[src/rtl/core/tiba_pkg.sv]
// Package for the tagged integer / truth-value ALU.
// Holds widths, opcodes, status codes, type tags and sequencer states.
// No dependencies; every other file of the block uses it.
`default_nettype none

package tiba_pkg;

  localparam int DataWidth = 32;
  localparam int CmdW      = 4;
  localparam int StatW     = 2;
  localparam int CntW      = $clog2(DataWidth);

  typedef logic [DataWidth-1:0] word_t;
  typedef logic [CntW-1:0]      cnt_t;

  typedef enum logic [CmdW-1:0] {
    CMD_NOT = 4'd0,
    CMD_NEG = 4'd1,
    CMD_AND = 4'd2,
    CMD_OR  = 4'd3,
    CMD_EQ  = 4'd4,
    CMD_NE  = 4'd5,
    CMD_ADD = 4'd6,
    CMD_SUB = 4'd7,
    CMD_MUL = 4'd8,
    CMD_POW = 4'd9,
    CMD_DIV = 4'd10,
    CMD_GR  = 4'd11,
    CMD_GE  = 4'd12,
    CMD_LS  = 4'd13,
    CMD_LE  = 4'd14
  } cmd_e;

  typedef enum logic [StatW-1:0] {
    STAT_OK   = 2'd0,
    STAT_TYPE = 2'd1,
    STAT_ZERO = 2'd2
  } status_e;

  localparam logic KIND_INT  = 1'b0;
  localparam logic KIND_BOOL = 1'b1;

  typedef enum logic [2:0] {
    S_IDLE,
    S_EXEC,
    S_POW,
    S_DIV,
    S_FIX,
    S_DONE
  } state_e;

endpackage

`default_nettype wire

[src/rtl/core/tiba_if.sv]
// Valid/ready channels of the tagged ALU: operation items in, result items out.
// Depends on tiba_pkg for field widths.
`default_nettype none

interface tiba_op_if;
  logic                                valid;
  logic                                ready;
  logic [tiba_pkg::CmdW-1:0]           command;
  logic signed [tiba_pkg::DataWidth-1:0] operand_a;
  logic                                operand_a_kind;
  logic signed [tiba_pkg::DataWidth-1:0] operand_b;
  logic                                operand_b_kind;

  modport source (
    output valid, command, operand_a, operand_a_kind, operand_b, operand_b_kind,
    input  ready
  );
  modport sink (
    input  valid, command, operand_a, operand_a_kind, operand_b, operand_b_kind,
    output ready
  );
endinterface

interface tiba_res_if;
  logic                                valid;
  logic                                ready;
  logic signed [tiba_pkg::DataWidth-1:0] result_value;
  logic                                result_kind;
  logic [tiba_pkg::StatW-1:0]          status;

  modport source (
    output valid, result_value, result_kind, status,
    input  ready
  );
  modport sink (
    input  valid, result_value, result_kind, status,
    output ready
  );
endinterface

`default_nettype wire

[src/rtl/core/tagged_integer_boolean_alu.sv]
// Tagged integer / truth-value ALU with iterative power and divide.
// Channels: cmd_i takes one operation item (opcode, two tagged operands);
// res_o returns one tagged result item with a status for each.
// An item is taken on a cycle where valid and ready are both high.
// cmd_i.ready is high only while the sequencer is idle; one item at a time.
// Steps from acceptance to the result being offered on res_o:
//   logic, compare, add, sub, neg, mul, errors: a decode step, then a result load
//   div: decode, one restoring step per quotient bit, a sign fix, result load;
//   a zero divisor or a negative exponent goes straight from decode to the load
//   pow, non-negative exponent: decode, then an accumulate and a square step
//   per exponent bit until the exponent is zero; the one shared 32x32 multiplier
//   does one multiply a cycle, alternating accumulate and square.
// The next item can be taken once the sequencer is back in idle.
// The result sits in an output register; a new item is accepted while it
// waits. If the receiver stalls and the next result is ready, the sequencer
// holds it until the output register frees up.
// Reset (rst_ni low, asynchronous) empties the output register and returns
// the sequencer to idle; no other state is kept between items.
// Depends on tiba_pkg and the channel interfaces in tiba_if.sv.
`default_nettype none

module tagged_integer_boolean_alu (
  input  wire logic  clk_i,
  input  wire logic  rst_ni,
  tiba_op_if.sink    cmd_i,
  tiba_res_if.source res_o
);

  tiba_pkg::state_e  state_q, state_d;
  tiba_pkg::cmd_e    cmd_q, cmd_d;
  tiba_pkg::word_t   a_q, a_d;      // operand a; square in pow, dividend/quotient in div
  tiba_pkg::word_t   b_q, b_d;      // operand b; exponent in pow, divisor in div
  logic              ka_q, ka_d, kb_q, kb_d;
  tiba_pkg::word_t   rem_q, rem_d;
  tiba_pkg::cnt_t    cnt_q, cnt_d;
  logic              phase_q, phase_d;
  logic              neg_q, neg_d;
  tiba_pkg::word_t   rv_q, rv_d;    // result value; accumulator in pow
  logic              rk_q, rk_d;
  tiba_pkg::status_e rs_q, rs_d;

  logic              ov_q, ov_d;
  tiba_pkg::word_t   out_val_q, out_val_d;
  logic              out_kind_q, out_kind_d;
  tiba_pkg::status_e out_stat_q, out_stat_d;

  // Shared multiplier: operands chosen by the sequencer, low word kept.
  tiba_pkg::word_t                     mul_x, mul_y, mul_lo;

  // Adder / compare unit on operands.
  logic [tiba_pkg::DataWidth:0]        sub_ext;
  tiba_pkg::word_t                     sum_ab;
  logic                                lt_ab, eq_ab, ints, truths, ta, tb;

  // Restoring divide step.
  logic [tiba_pkg::DataWidth:0]        shifted;
  logic [tiba_pkg::DataWidth+1:0]      trial;

  logic out_free;

  assign mul_x  = (state_q == tiba_pkg::S_POW && !phase_q) ? rv_q : a_q;
  assign mul_y  = (state_q == tiba_pkg::S_POW) ? a_q : b_q;
  assign mul_lo = mul_x * mul_y;

  assign sub_ext = {a_q[tiba_pkg::DataWidth-1], a_q} - {b_q[tiba_pkg::DataWidth-1], b_q};
  assign sum_ab  = a_q + b_q;
  assign lt_ab   = sub_ext[tiba_pkg::DataWidth];
  assign eq_ab   = (a_q == b_q);
  assign ints    = (ka_q == tiba_pkg::KIND_INT) && (kb_q == tiba_pkg::KIND_INT);
  assign truths  = (ka_q == tiba_pkg::KIND_BOOL) && (kb_q == tiba_pkg::KIND_BOOL);
  assign ta      = (a_q != '0);
  assign tb      = (b_q != '0);

  assign shifted = {rem_q, a_q[tiba_pkg::DataWidth-1]};
  assign trial   = {1'b0, shifted} - {2'b00, b_q};

  assign out_free = !ov_q || res_o.ready;

  assign cmd_i.ready        = (state_q == tiba_pkg::S_IDLE);
  assign res_o.valid        = ov_q;
  assign res_o.result_value = out_val_q;
  assign res_o.result_kind  = out_kind_q;
  assign res_o.status       = out_stat_q;

  always_comb begin
    state_d    = state_q;
    cmd_d      = cmd_q;
    a_d        = a_q;
    b_d        = b_q;
    ka_d       = ka_q;
    kb_d       = kb_q;
    rem_d      = rem_q;
    cnt_d      = cnt_q;
    phase_d    = phase_q;
    neg_d      = neg_q;
    rv_d       = rv_q;
    rk_d       = rk_q;
    rs_d       = rs_q;
    ov_d       = ov_q;
    out_val_d  = out_val_q;
    out_kind_d = out_kind_q;
    out_stat_d = out_stat_q;

    if (ov_q && res_o.ready) begin
      ov_d = 1'b0;
    end

    case (state_q)
      tiba_pkg::S_IDLE: begin
        if (cmd_i.valid) begin
          cmd_d   = tiba_pkg::cmd_e'(cmd_i.command);
          a_d     = cmd_i.operand_a;
          b_d     = cmd_i.operand_b;
          ka_d    = cmd_i.operand_a_kind;
          kb_d    = cmd_i.operand_b_kind;
          state_d = tiba_pkg::S_EXEC;
        end
      end

      tiba_pkg::S_EXEC: begin
        rv_d    = '0;
        rk_d    = tiba_pkg::KIND_INT;
        rs_d    = tiba_pkg::STAT_OK;
        state_d = tiba_pkg::S_DONE;
        case (cmd_q)
          tiba_pkg::CMD_NOT: begin
            if (ka_q == tiba_pkg::KIND_BOOL) begin
              rv_d = tiba_pkg::word_t'(!ta);
              rk_d = tiba_pkg::KIND_BOOL;
            end else begin
              rs_d = tiba_pkg::STAT_TYPE;
            end
          end
          tiba_pkg::CMD_NEG: begin
            if (ka_q == tiba_pkg::KIND_INT) begin
              rv_d = '0 - a_q;
            end else begin
              rs_d = tiba_pkg::STAT_TYPE;
            end
          end
          tiba_pkg::CMD_AND, tiba_pkg::CMD_OR: begin
            if (truths) begin
              rv_d = (cmd_q == tiba_pkg::CMD_AND) ? tiba_pkg::word_t'(ta && tb)
                                                  : tiba_pkg::word_t'(ta || tb);
              rk_d = tiba_pkg::KIND_BOOL;
            end else begin
              rs_d = tiba_pkg::STAT_TYPE;
            end
          end
          tiba_pkg::CMD_EQ, tiba_pkg::CMD_NE: begin
            if (ka_q != kb_q) begin
              rs_d = tiba_pkg::STAT_TYPE;
            end else begin
              // truth operands compare by truth, not by raw bits
              rv_d = tiba_pkg::word_t'(((ka_q == tiba_pkg::KIND_BOOL) ? (ta == tb) : eq_ab)
                                       == (cmd_q == tiba_pkg::CMD_EQ));
              rk_d = tiba_pkg::KIND_BOOL;
            end
          end
          tiba_pkg::CMD_ADD, tiba_pkg::CMD_SUB, tiba_pkg::CMD_MUL, tiba_pkg::CMD_POW,
          tiba_pkg::CMD_DIV, tiba_pkg::CMD_GR, tiba_pkg::CMD_GE, tiba_pkg::CMD_LS,
          tiba_pkg::CMD_LE: begin
            if (!ints) begin
              rs_d = tiba_pkg::STAT_TYPE;
            end else begin
              case (cmd_q)
                tiba_pkg::CMD_ADD: rv_d = sum_ab;
                tiba_pkg::CMD_SUB: rv_d = sub_ext[tiba_pkg::DataWidth-1:0];
                tiba_pkg::CMD_MUL: rv_d = mul_lo;
                tiba_pkg::CMD_POW: begin
                  if (!b_q[tiba_pkg::DataWidth-1]) begin
                    rv_d    = tiba_pkg::word_t'(1);
                    phase_d = 1'b0;
                    state_d = tiba_pkg::S_POW;
                  end else if (a_q == tiba_pkg::word_t'(1)) begin
                    rv_d = tiba_pkg::word_t'(1);
                  end else if (a_q == '1) begin
                    // base -1: sign follows exponent parity
                    rv_d = b_q[0] ? '1 : tiba_pkg::word_t'(1);
                  end else if (a_q == '0) begin
                    rs_d = tiba_pkg::STAT_ZERO;
                  end
                end
                tiba_pkg::CMD_DIV: begin
                  if (b_q == '0) begin
                    rs_d = tiba_pkg::STAT_ZERO;
                  end else begin
                    a_d     = a_q[tiba_pkg::DataWidth-1] ? '0 - a_q : a_q;
                    b_d     = b_q[tiba_pkg::DataWidth-1] ? '0 - b_q : b_q;
                    neg_d   = a_q[tiba_pkg::DataWidth-1] ^ b_q[tiba_pkg::DataWidth-1];
                    rem_d   = '0;
                    cnt_d   = '0;
                    state_d = tiba_pkg::S_DIV;
                  end
                end
                tiba_pkg::CMD_GR: begin
                  rv_d = tiba_pkg::word_t'(!lt_ab && !eq_ab);
                  rk_d = tiba_pkg::KIND_BOOL;
                end
                tiba_pkg::CMD_GE: begin
                  rv_d = tiba_pkg::word_t'(!lt_ab);
                  rk_d = tiba_pkg::KIND_BOOL;
                end
                tiba_pkg::CMD_LS: begin
                  rv_d = tiba_pkg::word_t'(lt_ab);
                  rk_d = tiba_pkg::KIND_BOOL;
                end
                default: begin
                  rv_d = tiba_pkg::word_t'(lt_ab || eq_ab);
                  rk_d = tiba_pkg::KIND_BOOL;
                end
              endcase
            end
          end
          default: begin
            rs_d = tiba_pkg::STAT_TYPE;
          end
        endcase
      end

      // square and multiply, LSB first: phase 0 accumulates, phase 1 squares
      tiba_pkg::S_POW: begin
        if (!phase_q) begin
          if (b_q == '0) begin
            state_d = tiba_pkg::S_DONE;
          end else begin
            if (b_q[0]) begin
              rv_d = mul_lo;
            end
            phase_d = 1'b1;
          end
        end else begin
          a_d     = mul_lo;
          b_d     = b_q >> 1;
          phase_d = 1'b0;
        end
      end

      tiba_pkg::S_DIV: begin
        if (!trial[tiba_pkg::DataWidth+1]) begin
          rem_d = trial[tiba_pkg::DataWidth-1:0];
          a_d   = {a_q[tiba_pkg::DataWidth-2:0], 1'b1};
        end else begin
          rem_d = shifted[tiba_pkg::DataWidth-1:0];
          a_d   = {a_q[tiba_pkg::DataWidth-2:0], 1'b0};
        end
        cnt_d = cnt_q + tiba_pkg::cnt_t'(1);
        if (cnt_q == tiba_pkg::cnt_t'(tiba_pkg::DataWidth - 1)) begin
          state_d = tiba_pkg::S_FIX;
        end
      end

      tiba_pkg::S_FIX: begin
        rv_d    = neg_q ? '0 - a_q : a_q;
        state_d = tiba_pkg::S_DONE;
      end

      tiba_pkg::S_DONE: begin
        if (out_free) begin
          ov_d       = 1'b1;
          out_val_d  = rv_q;
          out_kind_d = rk_q;
          out_stat_d = rs_q;
          state_d    = tiba_pkg::S_IDLE;
        end
      end

      default: begin
        state_d = tiba_pkg::S_IDLE;
      end
    endcase
  end

  always_ff @(posedge clk_i or negedge rst_ni) begin
    if (!rst_ni) begin
      state_q <= tiba_pkg::S_IDLE;
      ov_q    <= 1'b0;
    end else begin
      state_q <= state_d;
      ov_q    <= ov_d;
    end
  end

  always_ff @(posedge clk_i) begin
    cmd_q      <= cmd_d;
    a_q        <= a_d;
    b_q        <= b_d;
    ka_q       <= ka_d;
    kb_q       <= kb_d;
    rem_q      <= rem_d;
    cnt_q      <= cnt_d;
    phase_q    <= phase_d;
    neg_q      <= neg_d;
    rv_q       <= rv_d;
    rk_q       <= rk_d;
    rs_q       <= rs_d;
    out_val_q  <= out_val_d;
    out_kind_q <= out_kind_d;
    out_stat_q <= out_stat_d;
  end

  // accepted item always goes to decode
  assert property (@(posedge clk_i) disable iff (!rst_ni)
    (cmd_i.valid && cmd_i.ready) |=> (state_q == tiba_pkg::S_EXEC))
    else $error("accepted item did not enter decode");

  // an error result carries zero value and integer kind
  assert property (@(posedge clk_i) disable iff (!rst_ni)
    (res_o.valid && res_o.status != tiba_pkg::STAT_OK) |->
      (res_o.result_value == '0 && res_o.result_kind == tiba_pkg::KIND_INT))
    else $error("error item with nonzero payload");

  // truth results are 0 or 1
  assert property (@(posedge clk_i) disable iff (!rst_ni)
    (res_o.valid && res_o.result_kind == tiba_pkg::KIND_BOOL) |->
      (res_o.result_value[tiba_pkg::DataWidth-1:1] == '0))
    else $error("truth result out of range");

  // divide always starts from step zero
  assert property (@(posedge clk_i) disable iff (!rst_ni)
    (state_q == tiba_pkg::S_DIV && $past(state_q) == tiba_pkg::S_EXEC) |->
      (cnt_q == '0 && rem_q == '0))
    else $error("divide entered with stale step count");

  // squaring phase never ends the power loop
  assert property (@(posedge clk_i) disable iff (!rst_ni)
    (state_q == tiba_pkg::S_POW && phase_q) |=> (state_q == tiba_pkg::S_POW && !phase_q))
    else $error("power loop left from squaring phase");

endmodule

`default_nettype wire

[src/flat_wrapper.sv]
// flat-port wrapper written by rule: the top's interface ports become plain ports
module tagged_integer_boolean_alu_flat 
  (clk_i, rst_ni, cmd_i_valid, cmd_i_command, cmd_i_operand_a, cmd_i_operand_a_kind, cmd_i_operand_b, cmd_i_operand_b_kind, cmd_i_ready, res_o_valid, res_o_result_value, res_o_result_kind, res_o_status, res_o_ready);
  tiba_op_if cmd_i_i ();
  tiba_res_if res_o_i ();
  input  wire logic clk_i;
  input  wire logic rst_ni;
  input wire logic [$bits(cmd_i_i.valid)-1:0] cmd_i_valid;
  input wire logic [$bits(cmd_i_i.command)-1:0] cmd_i_command;
  input wire logic [$bits(cmd_i_i.operand_a)-1:0] cmd_i_operand_a;
  input wire logic [$bits(cmd_i_i.operand_a_kind)-1:0] cmd_i_operand_a_kind;
  input wire logic [$bits(cmd_i_i.operand_b)-1:0] cmd_i_operand_b;
  input wire logic [$bits(cmd_i_i.operand_b_kind)-1:0] cmd_i_operand_b_kind;
  output wire logic [$bits(cmd_i_i.ready)-1:0] cmd_i_ready;
  output wire logic [$bits(res_o_i.valid)-1:0] res_o_valid;
  output wire logic [$bits(res_o_i.result_value)-1:0] res_o_result_value;
  output wire logic [$bits(res_o_i.result_kind)-1:0] res_o_result_kind;
  output wire logic [$bits(res_o_i.status)-1:0] res_o_status;
  input wire logic [$bits(res_o_i.ready)-1:0] res_o_ready;
  assign cmd_i_i.valid = cmd_i_valid;
  assign cmd_i_i.command = cmd_i_command;
  assign cmd_i_i.operand_a = cmd_i_operand_a;
  assign cmd_i_i.operand_a_kind = cmd_i_operand_a_kind;
  assign cmd_i_i.operand_b = cmd_i_operand_b;
  assign cmd_i_i.operand_b_kind = cmd_i_operand_b_kind;
  assign cmd_i_ready = cmd_i_i.ready;
  assign res_o_valid = res_o_i.valid;
  assign res_o_result_value = res_o_i.result_value;
  assign res_o_result_kind = res_o_i.result_kind;
  assign res_o_status = res_o_i.status;
  assign res_o_i.ready = res_o_ready;
  tagged_integer_boolean_alu u_core (.clk_i(clk_i), .rst_ni(rst_ni), .cmd_i(cmd_i_i), .res_o(res_o_i));
endmodule
[config.mk]
export PLATFORM = sky130hd
export DESIGN_NAME = tagged_integer_boolean_alu_flat
export DESIGN_NICKNAME = d
export VERILOG_FILES = /design/src/rtl/core/tiba_pkg.sv /design/src/rtl/core/tiba_if.sv /design/src/rtl/core/tagged_integer_boolean_alu.sv /design/src/flat_wrapper.sv
export SDC_FILE = /design/constraint.sdc
export NUM_CORES = 2
export LEC_CHECK = 0
export ABC_AREA = 0
export BUFFER_PORTS_ARGS = -buffer_cell sky130_fd_sc_hd__buf_2
export CELL_PAD_IN_SITES_DETAIL_PLACEMENT = 0
export CELL_PAD_IN_SITES_GLOBAL_PLACEMENT = 2
export CORE_MARGIN = 5
export CORE_UTILIZATION = 41
export CTS_CLUSTER_DIAMETER = 50
export CTS_CLUSTER_SIZE = 40
export DETAILED_ROUTE_END_ITERATION = 10
export PLACE_DENSITY = 0.8
export SETUP_SLACK_MARGIN = 0.3
export SLEW_MARGIN = 20
export SYNTH_ARGS = -nofsm -noshare
export SYNTH_HDL_FRONTEND = slang
export SYNTH_SLANG_ARGS = --single-unit
[constraint.sdc]
create_clock -name clk_i -period 12.4 [get_ports clk_i]
set_input_delay 0 -clock clk_i [delete_from_list [all_inputs] [get_ports clk_i]]
set_output_delay 0 -clock clk_i [all_outputs]
set_load 0.05 [all_outputs]
---- Word level (Yosys, flattened, before mapping) ----
Cells that the tools add are included.
W data, S select, Z words.
storage, ports and cells
  register bits after elaboration ......... 183
  bits of input ports ..................... 74
  output and inout bits ................... 37
  logic and storage cells ................. 199
cells by class
  $add $sub $neg .......................... 6
  multiply operators ...................... 1
  eq/ne operators ......................... 42
  mux-type cells .......................... 87
  bitwise gates (word level) .............. 4
  reductions and logical operators ........ 40
operator list
  cell                     number
  $mux W32                 32
  $pmux W32 S8             1
  $pmux W32 S3             2
  $pmux W32 S5             1
  $pmux W32 S4             1
  $logic_not A32 Y1        2
  $pmux W32 S2             1
  $reduce_bool A32 Y1      2
  $sub A1 B32 Y32 const A  2
  $sub A33 B32 Y34         1
  $sub A32 B32 Y33         1
  $add A32 B32 Y32         1
  $eq A32 B1 Y1 const B    1
  $eq A32 B32 Y1           1
  $eq A32 B32 Y1 const B   1
  $mul A32 B32 Y32         1
  $eq A4 B4 Y1 const B     7
  $mux W3                  9
  $mux W1                  23
  $mux W5                  4
  $ne A2 B1 Y1 const B     10
  $reduce_and A5 Y1        4
  $pmux W3 S6              1
  $eq A4 B3 Y1 const B     4
  other kinds (34)         67

---- Depth between registers and ports, before layout ----
  depth in word-level cells ............... 8
  mapped depth ............................ 33
  depth with buffers taken out ............ 29

---- Worst setup path before layout ----
Ideal clock, no wire load.
  kind .................................... reg-to-reg
  start point ............................. register u_core.phase_q
  end point ............................... register u_core.a_q[31], data pin
  library setup time ...................... 0.256 ns
  arrival time ............................ 8.651 ns
  required time ........................... 12.144 ns
  path slack .............................. 3.493 ns
  stages on the path, launching flop included .. 33
  path buffers ............................ 5
  clock period less this slack ............ 8.907 ns
  cells stage by stage .................... edfxtp_1 > nor4b_2 > buf_6 > buf_4 > buf_2 > buf_1 > mux2i_1 > clkbuf_1 > nor2_1 > fa_1 > fa_1 > fa_1 > inv_1 > fa_1 > inv_1 > fa_1 > inv_1 > fa_1 > inv_1 > fa_1 > fa_1 > ha_1 > a21o_1 > a21oi_1 > o21bai_1 > a221o_1 > a21oi_1 > o21ai_0 > a21o_1 > a21oi_1 > xnor2_1 > o31a_1 > o22a_1
on the way
  longest elaborated chain between the ends .. 6
ends and longest elaborated chain
  item                    line                               text
  from (decl)             tagged_integer_boolean_alu.sv:36   logic phase_q, phase_d;
  from (signal assigned)  tagged_integer_boolean_alu.sv:292  phase_q <= phase_d;
  $logic_not A1 Y1        tagged_integer_boolean_alu.sv:61   assign mul_x = (state_q == tiba_pkg::S_POW && !phase_q) ? rv_q : a_q;
  $logic_and A1 B1 Y1     tagged_integer_boolean_alu.sv:61
  $mux W32                tagged_integer_boolean_alu.sv:61
  $mul A32 B32 Y32        tagged_integer_boolean_alu.sv:63   assign mul_lo = mul_x * mul_y;
  $mux W32                tagged_integer_boolean_alu.sv:223  if (!phase_q) begin
  $pmux W32 S4            tagged_integer_boolean_alu.sv:108  case (state_q)
  net u_core.a_d[31]      tagged_integer_boolean_alu.sv:31   tiba_pkg::word_t a_q, a_d;
  to (signal assigned)    tagged_integer_boolean_alu.sv:286  a_q <= a_d;
  to (decl)               tagged_integer_boolean_alu.sv:31
The timed path passes the listed nets, and every way through them passes these cells. The select of a mux whose other input is x is not followed.
A chain may end at the register's enable or synchronous reset.

---- Final worst setup path ----
  start point ............................. register u_core.state_q[1]
  end point ............................... register u_core.rv_q[31], data pin
on the way
  longest elaborated chain between the ends .. 8
  elaborated cells on any way between the ends .. 14
  classes of those cells .................. mul: 1; eq/ne: 3; mux: 9; reduce/logical: 1
ends and longest elaborated chain
  item                                             line                                                                                                   text
  from (decl)                                      tagged_integer_boolean_alu.sv:29                                                                       tiba_pkg::state_e state_q, state_d;
  from (signal assigned)                           tagged_integer_boolean_alu.sv:276                                                                      state_q <= tiba_pkg::S_IDLE;
  from (signal assigned)                           tagged_integer_boolean_alu.sv:279                                                                      state_q <= state_d;
  $eq A3 B2 Y1                                     tagged_integer_boolean_alu.sv:61, tagged_integer_boolean_alu.sv:62, tagged_integer_boolean_alu.sv:108
  $logic_and A1 B1 Y1                              tagged_integer_boolean_alu.sv:61
  $mux W32                                         tagged_integer_boolean_alu.sv:61
  $mul A32 B32 Y32                                 tagged_integer_boolean_alu.sv:63
  $pmux W32 S8 / $mux W32 (equally long branches)  tagged_integer_boolean_alu.sv:166, tagged_integer_boolean_alu.sv:227
  $mux W32 (on tied branches)                      tagged_integer_boolean_alu.sv:163, tagged_integer_boolean_alu.sv:224
  $pmux W32 S5 / $mux W32 (equally long branches)  tagged_integer_boolean_alu.sv:125, tagged_integer_boolean_alu.sv:223
  $pmux W32 S3 (*)                                 tagged_integer_boolean_alu.sv:108
  net u_core.rv_d[31]                              tagged_integer_boolean_alu.sv:38                                                                       tiba_pkg::word_t rv_q, rv_d;
  to (signal assigned)                             tagged_integer_boolean_alu.sv:294                                                                      rv_q <= rv_d;
  to (decl)                                        tagged_integer_boolean_alu.sv:38
Mark *: on every way through the listed nets, which the timed path passes. The rest lies on a longest branch. The select of a mux whose other input is x is not followed.

==> results.cfg <==
[run_status]
outcome = completed

[floorplan]
core_area_um2 = 76100
die_h_um = 287
start_util_pct = 41.4
pin_count = 111
die_w_um = 287
dieArea_um2 = 82400
rows = 101

[drt]
vias_per_cell = 5.98
wl_per_cell_um = 28.8
drtIter0Drc = 3259
vias = 28349
drc = 0
firstDrtPassIters = 9
routed_wirelength_mm = 137
ant_nets = 0

[place]
portBuffers = 110
dpl.hpwl_mm = 108
dp.cells = 4634
gp_routability_congestion = 1.01

[global_routing]
grt_pass1_wl_mm = 198
grt.total_usage_pct = 32.9
overflow = 0
antenna_found_initial = 5
grt_max_degree = 61
grt_pass1_vias = 29110

[sta]
finalHoldViolCount = 0
finClkSkew_ns = 0.0169
timing.final.setup_violations = 0
finalSetupTns_ns = 0
min_period_over_period_pct = 84.9
max_freq_mhz = 95.0
drv_slew = 0
worstMarginPinSlew_ns = 1.25
relSlewSlack_pct = 15.5
rsz0062_at_grt = false
period_minus_slack_ns = 10.53

[worst_setup_path]
endpoint_kind = flip-flop
path_class = flip-flop to flip-flop
startpoint = u_core.state_q[1]$_DFFE_PN0P_
cpMaxStageDelayCell = dfrtp_1
r2r-start = u_core.state_q[1]$_DFFE_PN0P_
required_ns = 12.73
crit_buf_inv = 3
cp.arrival_ns = 10.86
worst_path_largest_cell_delay_ns = 0.85
critPathTopFamily = adder cells
cpMostUsedCell = fa_1
startpoint_type = flip-flop
worst-path-max-fanout = 60

[synth]
ys_dominant_reg_cell = edfxtp_1
synth_nets = 4289
synth_top_family_by_area = adder cells
synthCells = 3575
synth-compound-area-share_pct = 13.9
syn-cell-area_um2 = 31500
yosys_warnings = 0
synthSimpleGateAreaFrac_pct = 15.8
synth-adder-area-share_pct = 35.2
synth_top_area_cell = fa_1
avgSynthCellArea_um2 = 8.80
synth_mux_area_share_pct = 3.90
synth.distinct_cells = 83
ys_seq_area_share_pct = 17.4
synth_top_cell_area_share_pct = 26.1
synthArstFlopShare_pct = 2.19
synth_top_cells_by_area = fa_1 26%, edfxtp_1 17%, ha_1 9.1%, nor2_1 6.0%, inv_1 5.6%
yosys.area_share.xor_xnor_pct = 5.75
ys_seq_elements = 183
synth_edf_count = 179

[pwr]
p_leak_nw = 15.5
ir_worst_vdd_mv = 0.0820
cellPowerDensity_nw_per_um2 = 35.9
p_total_mw = 1.25

[layout]
layout_common_cells = 495 x nor2_1, 472 x inv_1, 411 x fa_1, 339 x nand2_1, 229 x ha_1
syn2layout_area_growth_pct = 10.9
fillers = 7523
final_common_cell = nor2_1
layout.nets = 4412
final_cells = 4741
drive_gt1_share_pct = 9.49

[clocking]
clockRootBuffer = clkbuf_16
ctsLongestPathBuffers = 2
cts-resized-gates = 0
worstSkewPairLatency_ns = 0.50
cts_buffers = 17
postCtsSetupRepairBufs = 0
ctsHtreeMaxLevel = 4
cts-hold-fix-buffers = 73
cts_sinks = 183
cts_tree = done
cts.clk_slew.worst_paths_ns = 0.08

[run]
drv_cap = 0

[min_path]
min_path_type = input pin to flip-flop
min_from = cmd_i_valid
==> cells in the mapped netlist, types with 24 or more instances <==
master and number:
o21ai_0 130, inv_1 472, a22oi_1 33, nor2_1 501
o221ai_1 34, nand2_1 339, nor2b_1 32, a21o_1 52
clkbuf_1 147, xor2_1 46, a21oi_1 149, edfxtp_1 179
nor3_1 42, nor4_1 24, mux2i_1 88, fa_1 411
nand3_1 30, xnor2_1 158, a211oi_1 24, mux2_2 27
or2_2 31, ha_1 229, nand2b_1 38
==> path summary, 6_finish.rpt <==
path | cells past startpoint | to | slack [ns]
hold reg to reg | 0 | u_core.res_o.status[0]$_DFFE_PP_ | 0.43
hold / removal | 4 | u_core.state_q[2]$_DFFE_PN0P_ | 0.04
setup / recovery | 26 | u_core.rv_q[31]$_DFFE_PP_ | 1.87
setup reg to reg | 26 | u_core.rv_q[31]$_DFFE_PP_ | 1.87
min in group asynchronous | 3 | u_core.state_q[1]$_DFFE_PN0P_ | 0.42
max in group asynchronous | 3 | u_core.res_o.valid$_DFF_PN0_ | 11.79
==> worst reg2reg max path, cell delays in order, from the launching register on <==
cell and delay [ns]:
dfrtp_1 0.85, nor4b_4 0.32, buf_4 0.79, mux2i_4 0.90, nor2_1 0.15, fa_1 0.57
inv_1 0.05, fa_1 0.50, fa_1 0.44, fa_1 0.56, inv_1 0.05, ha_1 0.27
ha_1 0.31, fa_1 0.51, fa_1 0.43, ha_1 0.36, o211ai_1 0.12, a21boi_0 0.21
o22ai_1 0.18, a211oi_1 0.73, a21oi_1 0.30, o21ai_0 0.67, a21o_1 0.21, a21oi_1 0.07
xnor2_1 0.47, a221oi_1 0.18, o21ai_1 0.19
==> cells by family (layout without fill, tap and decap cells) <==
| kind of cell | count (synthesis) | in the layout |
|---|---|---|
| compound gates | 647 | 647 |
| xor+xnor | 205 | 205 |
| fa+ha+maj | 640 | 640 |
| buf+inv | 651 | 784 |
| flops | 183 | 183 |
| mux | 118 | 118 |
| other cells | 0 | 3 |
| simple gates | 1131 | 1131 |
==> routing by layer <==
layer	vias up	global-route usage [%]	routed length [um]
li1	12213	-	-
met1	14352	42.9	55500
met2	1424	53.1	62100
met3	356	6.04	10900
met4	4	16.0	8240
met5	-	0	26
==> per-stage QoR <==
| stage | hold slack [ns] | cell area (um2) | util (%) | worst slack [ns] |
|---|---|---|---|---|
| after global routing | 0.0481 | 34900 | 45.9 | 1.50 |
| after global placement | -0.177 | 33500 | 44.1 | 1.94 |
| final | 0.0377 | 34900 | 45.9 | 1.87 |
| after floorplan | -0.296 | 31500 | - | 3.49 |
| after detailed placement | -0.178 | 33500 | 44.1 | 1.76 |
| after CTS | 0.000336 | 34800 | 45.8 | 1.70 |
==> report_power, final <==
part,total (mW),leakage (nW),switching [mW],internal (mW)
sequential,0.668,1.65,0.0000000000000000110,0.668
clock,0.549,0.266,0.275,0.274
combinational,0.0360,13.6,0.0126,0.0234
==> cell type report <==
type / instances / area, um2 / share of cell area, %
sequential: 183 / 5480 / 15.7
multi-input combinational: 2741 / 23700 / 68.0
timing repair buffer: 283 / 2090 / 5.99
antenna: 3 / 7.51 / 0.0215
tap: 1030 / 1290 / 3.69
inverter: 472 / 1770 / 5.08
clock inverter: 11 / 104 / 0.298
clock buffer: 18 / 429 / 1.23
==> state kept, by name, summed over array words and instances, names as in the netlist <==
register and flops:
u_core.rk_q 1, u_core.res_o.valid 1, u_core.res_o.result_value 32, u_core.rem_q 32
u_core.cnt_q 5, u_core.res_o.result_kind 1, u_core.b_q 32, u_core.kb_q 1
u_core.res_o.status 2, u_core.ka_q 1, u_core.phase_q 1, u_core.cmd_q 4
u_core.rv_q 32, u_core.state_q 3, u_core.neg_q 1, u_core.rs_q 2
u_core.a_q 32
(Power assumes the default switching activity.)
